**config.mk**
```make
export PLATFORM = sky130hd
export DESIGN_NAME = sssp_ram
export DESIGN_NICKNAME = d
export VERILOG_FILES = /design/src/hdl/sssp_ram.sv
export SDC_FILE = /design/constraint.sdc
export NUM_CORES = 1
export LEC_CHECK = 0
export ABC_AREA = 0
export ABC_CLOCK_PERIOD_IN_PS = 1900
export BUFFER_PORTS_ARGS = -buffer_cell sky130_fd_sc_hd__buf_4
export CAP_MARGIN = 20
export CORE_ASPECT_RATIO = 1.25
export CORE_MARGIN = 2
export CORE_UTILIZATION = 45
export DETAILED_ROUTE_END_ITERATION = 8
export GPL_TIMING_DRIVEN = 0
export PLACE_DENSITY = 0.69
export SYNTH_ARGS = -nofsm -noshare
export SYNTH_HDL_FRONTEND = slang
export SYNTH_SLANG_ARGS = --single-unit
export TNS_END_PERCENT = 10
```
**constraint.sdc**
```tcl
create_clock -name i_clk -period 1.9 [get_ports i_clk]
set_input_delay 0.19 -clock i_clk [delete_from_list [all_inputs] [get_ports i_clk]]
set_output_delay 0.19 -clock i_clk [all_outputs]
set_load 0.05 [all_outputs]
```
**src/hdl/sssp_ram.sv**
```systemverilog
// Generic simple dual-port RAM with registered read.
`default_nettype none
module sssp_ram #(
    parameter int WIDTH = 8,
    parameter int DEPTH = 64
) (
    input  wire logic                     i_clk,
    input  wire logic                     i_we,
    input  wire logic [$clog2(DEPTH)-1:0] i_waddr,
    input  wire logic [WIDTH-1:0]         i_wdata,
    input  wire logic [$clog2(DEPTH)-1:0] i_raddr,
    output logic      [WIDTH-1:0]         o_rdata
);
    logic [WIDTH-1:0] r_mem [DEPTH];

    always_ff @(posedge i_clk) begin
        if (i_we) begin
            r_mem[i_waddr] <= i_wdata;
        end
        o_rdata <= r_mem[i_raddr];
    end
endmodule
`default_nettype wire

```
**Word level (Yosys, flattened, before mapping)**

Memories as Yosys holds them, arrays and structs flattened. A register that Yosys moved wholly into a read port is not among the register bits.
Index checks and enable logic that the tools add are counted.

- Muxes and demuxes: 2

Operator list:

| kind | count |
|---|---|
| 2-to-1 mux 1 bit | 2 |

- RAM bits: 512
- Memories kept: 1
- Output and inout port bits: 8
- Register bits: 0
- Input bits: 22

Memories:

| name | depth | width | read ports | clocked after Yosys merged registers in | write ports | RTL line | source |
|---|---|---|---|---|---|---|---|
| r_mem | 64 | 8 | 1 | 1 | 1 | 14 | `logic [WIDTH-1:0] r_mem [DEPTH];` |

**Depth between registers and ports, before layout**

- Depth in word-level cells: 2
- Mapped depth: 9

**Worst setup path after synthesis**

No wires, ideal clock.

- Path kind: input port to flip-flop
- Start point: input port i_raddr[1]
- End point: register o_rdata[3], read port of r_mem
- Setup slack: 0.042 ns
- Data arrival time: 1.730 ns
- Required time: 1.772 ns
- Library setup time: 0.128 ns
- Cell stages on the path: 7
- Cell sequence: buf_4 buf_2 buf_2 mux4_2 mux4_2 o21ai_1 o41ai_1

RTL lines:

| item | RTL line | source |
|---|---|---|
| start, declared | 11 | `input wire logic [$clog2(DEPTH)-1:0] i_raddr,` |
| end, declared | 12 | `output logic [WIDTH-1:0] o_rdata` |

**Worst setup path after layout**

- Start point: input port i_waddr[1]
- End point: memory r_mem[27][0] (enable)

RTL lines:

| item | RTL line | source |
|---|---|---|
| start, declared | 9 | `input wire logic [$clog2(DEPTH)-1:0] i_waddr,` |
| end, declared | 14 |  |

Straight into the memory's write port.

==> impl_metrics.ini <==
[hold_path]
min-delay-path-class = input port to flip-flop
timing.hold.worst.start = i_wdata[1]

[sta]
final-hold-violation-count = 0
worst-slew-pin-transition_ns = 0.9156
timing_max_transition_violations_final = 0
min_period_over_period = 1.063
layout_min_cycle_time_ns = 2.020
grt_setup_unrepaired = true
worst_slew_margin_rel = 0.3873
total_of_endpoints_with_negative_setup_slack_in_the_final_report = 161
skew_ns = 0.01585
max_freq_mhz = 495.1
setup_ws_ns = -0.1198

[logic_synthesis]
synth.yosys.seq_area_share = 0.7703
synth.yosys.warnings = 0
synth_fp_nets = 962
postSynthRegisterBits = 520
yosys.area_share.adder = 0
share_of_the_synthesized_netlist_area_taken_by_xor_and_xnor_gates = 0
synth.avg_cell_area_sq_um = 21.45
synth_simple_gate_area_share = 0.03388
dominantRegCellSynth = edfxtp_1
yosysUniqueCellTypes = 40
post_synth_mux_area_share = 0.1594
syn-instance-count = 940
synth-compound-area-share = 0.02072
synthesis.area_sq_um = 20170
async_flop_share = 0
main_combinational_cell_family_by_area_after_synthesis = multiplexers
synth_edf_count = 512

[cts]
numCtsBuffers = 46
clock_transition_at_path_regs_ns = 0.06
cts-htree-levels = 2
clock_tree_root_driver_cell = clkbuf_16
tritoncts = yes
post-cts-setup-buffer-count = 0
insertion_delay_ns = 0.56
cts_sinks = 520
ctsLongestPathBuffers = 3

[die]
die_w_microns = 193.3
die_y_microns = 240.7
num_rows = 86
floorplan.initialDensity = 0.4571
design.die.area_sq_um = 46540
floorplan.core_area_sq_um = 44120
pin_count = 30

[placement]
finalWeightedCongestion = 0.8979
place.port_buffers = 21
postPlaceCellArea_sq_um = 21050
post-dp-hpwl_microns = 29750

[layout]
areaGrowthSynthToFinish_pct = 12.76
layout.nets = 1034
insertedDiodeCount = 0
layout.cell_area.non_filler_sq_um = 22740
final_layout_size_suffix_gt1_frac = 0.2876

[worst_setup_path]
critPathRequiredTime_ns = 2.08
crit_arrival_ns = 2.20
critPathMaxFanout = 10
end_kind = flip-flop
crit_start = i_waddr[1]
worstReg2RegStart = r_mem[7][0]
critical_path.startpoint_type = input port
criticalPathCategory = input port to flip-flop

[global_routing]
groute.usage.overall = 0.2001
grt_overflow = 0
grt_first_pass_wirelength_microns = 67120
grt_start_max_net_pins = 65
number_of_antenna_violations_at_the_first_check_in_global_routing = 0
grt_pass1_vias = 9917

[run_status]
violations = negative setup slack
outcome = finished with violations

[route]
wl_per_cell_microns = 28.51
drcViolationCount = 0
postRouteAntennaNets = 0
via_count = 9776
drt_wl_total_microns = 46240
initial_detailed_routing_violation_count = 1148
detail_route.vias_per_cell = 6.027
detail_route.first_pass.iterations = 5

[power]
peakVddDrop_mv = 0.6442
power.density_nw_per_um2 = 1019
static-leakage-power_nw = 7.035
finalPower_mw = 23.16

[job]
timing.max_cap.violations = 0
-- where the power goes --
| part | switching (mW) | internal [mW] |
|---|---|---|
| clock | 3.97 | 5.09 |
| sequential | 0.0229 | 12.7 |
| combinational | 0.892 | 0.496 |
| total | 4.88 | 18.3 |
-- layout by cell type (no fill, tap or decap), types with 14 or more instances in the layout --
cell	instances
edfxtp_1	512
mux4_2	126
nor2_1	66
clkbuf_16	49
buf_4	40
mux2i_1	23
nand2_1	19
clkbuf_1	17
nor2_2	17
clkinv_1	15
nor2b_1	14
-- what timing repair did --
item | 4_1_cts | 5_1_grt
pin swaps | 5 | 1
cloned | 0 | 0
endpoints found under the hold margin | 2 | 0
hold buffers | 1 | 0
setup endpoints to repair | 72 | 199
resized for setup | 41 | 21
-- cell type report --
class                      count  area, sq um
fill                        3393        21380
sequential                   520        15530
multi-input combinational    369         4494
clock buffer                  55         1249
tap                          572        715.7
buffer                        51        347.8
clock inverter                31        220.2
timing repair buffer          24        177.7
-- cells in the mapped netlist (2+ instances only) --
cell         n  share of area
dfxtp_1      8         0.0079
nand3b_1     3         0.0011
o21a_1       2        0.00074
mux4_2     126           0.14
a22oi_1      3         0.0011
nand4_1      2        0.00062
nor2b_1     14         0.0043
a2111oi_0    2        0.00087
o221ai_1     8         0.0035
nand2_1     19         0.0035
o22ai_1      8         0.0025
nand2b_1     7         0.0022
buf_4       13         0.0048
buf_1        4        0.00074
o21ai_0      2        0.00050
o2bb2ai_1    3         0.0013
a211oi_1     4         0.0015
o21ai_1      2        0.00050
mux2_2      13         0.0073
nor2_1      83          0.015
nor3_1       7         0.0017
o2111ai_1    3         0.0013
nor4_1       2        0.00062
buf_12       2         0.0020
o41ai_1      2        0.00087
a21oi_1      3        0.00074
buf_6        4         0.0022
mux2i_1     23          0.011
o32ai_1      2        0.00087
nand3_1     13         0.0032
edfxtp_1   512           0.76
a221oi_1     6         0.0026
buf_2       11         0.0027
o221a_2      2         0.0011
clkbuf_1    17         0.0032
-- per-stage QoR --
stage | setup slack, ns | hold slack [ns] | util | instances | setup TNS, ns
after floorplan | 0.04228 | 0.2889 | - | 940 | 0
after global placement | -1.063 | 0.5387 | 0.4769 | 1533 | -206.44
after detailed placement | -1.057 | 0.5357 | 0.4771 | 1535 | -231.20
after CTS | -0.1773 | 0.1671 | 0.5139 | 1622 | -5.768
after global routing | -0.1587 | 0.1992 | 0.5154 | 1622 | -13.69
final | -0.1198 | 0.1650 | 0.5154 | 1622 | -10.20
-- routing by layer --
metal,wire length [microns],up-vias,track usage
met4,1959,0,0.08883
met3,3191,101,0.02851
met5,0,-,0
met1,17110,5155,0.2480
met2,23980,452,0.3531
li1,-,4068,-
-- registers in the layout, indices dropped and copies added (netlist names) --
name	count
r_mem	512
o_rdata	8
-- critical path, stage by stage --
cell and delay (ns):
clkbuf_1 0.39, nor2b_1 0.24, nand3_1 0.50, nor2_1 0.87
-- final timing paths --
| check | slack [ns] | cells past startpoint | endpoint |
|---|---|---|---|
| hold / removal | 0.16 | 1 | r_mem[25][1] |
| setup reg to reg | -0.03 | 5 | o_rdata[0] |
| hold reg to reg | 0.93 | 3 | o_rdata[4] |
| setup / recovery | -0.12 | 4 | r_mem[27][0] |
-- cells by family after synthesis --
| logic type | after synthesis |
|---|---|
| compound gates | 54 |
| buf+inv | 51 |
| flops | 520 |
| mux | 162 |
| simple gates | 153 |
Power figures use the tool's default switching activity.
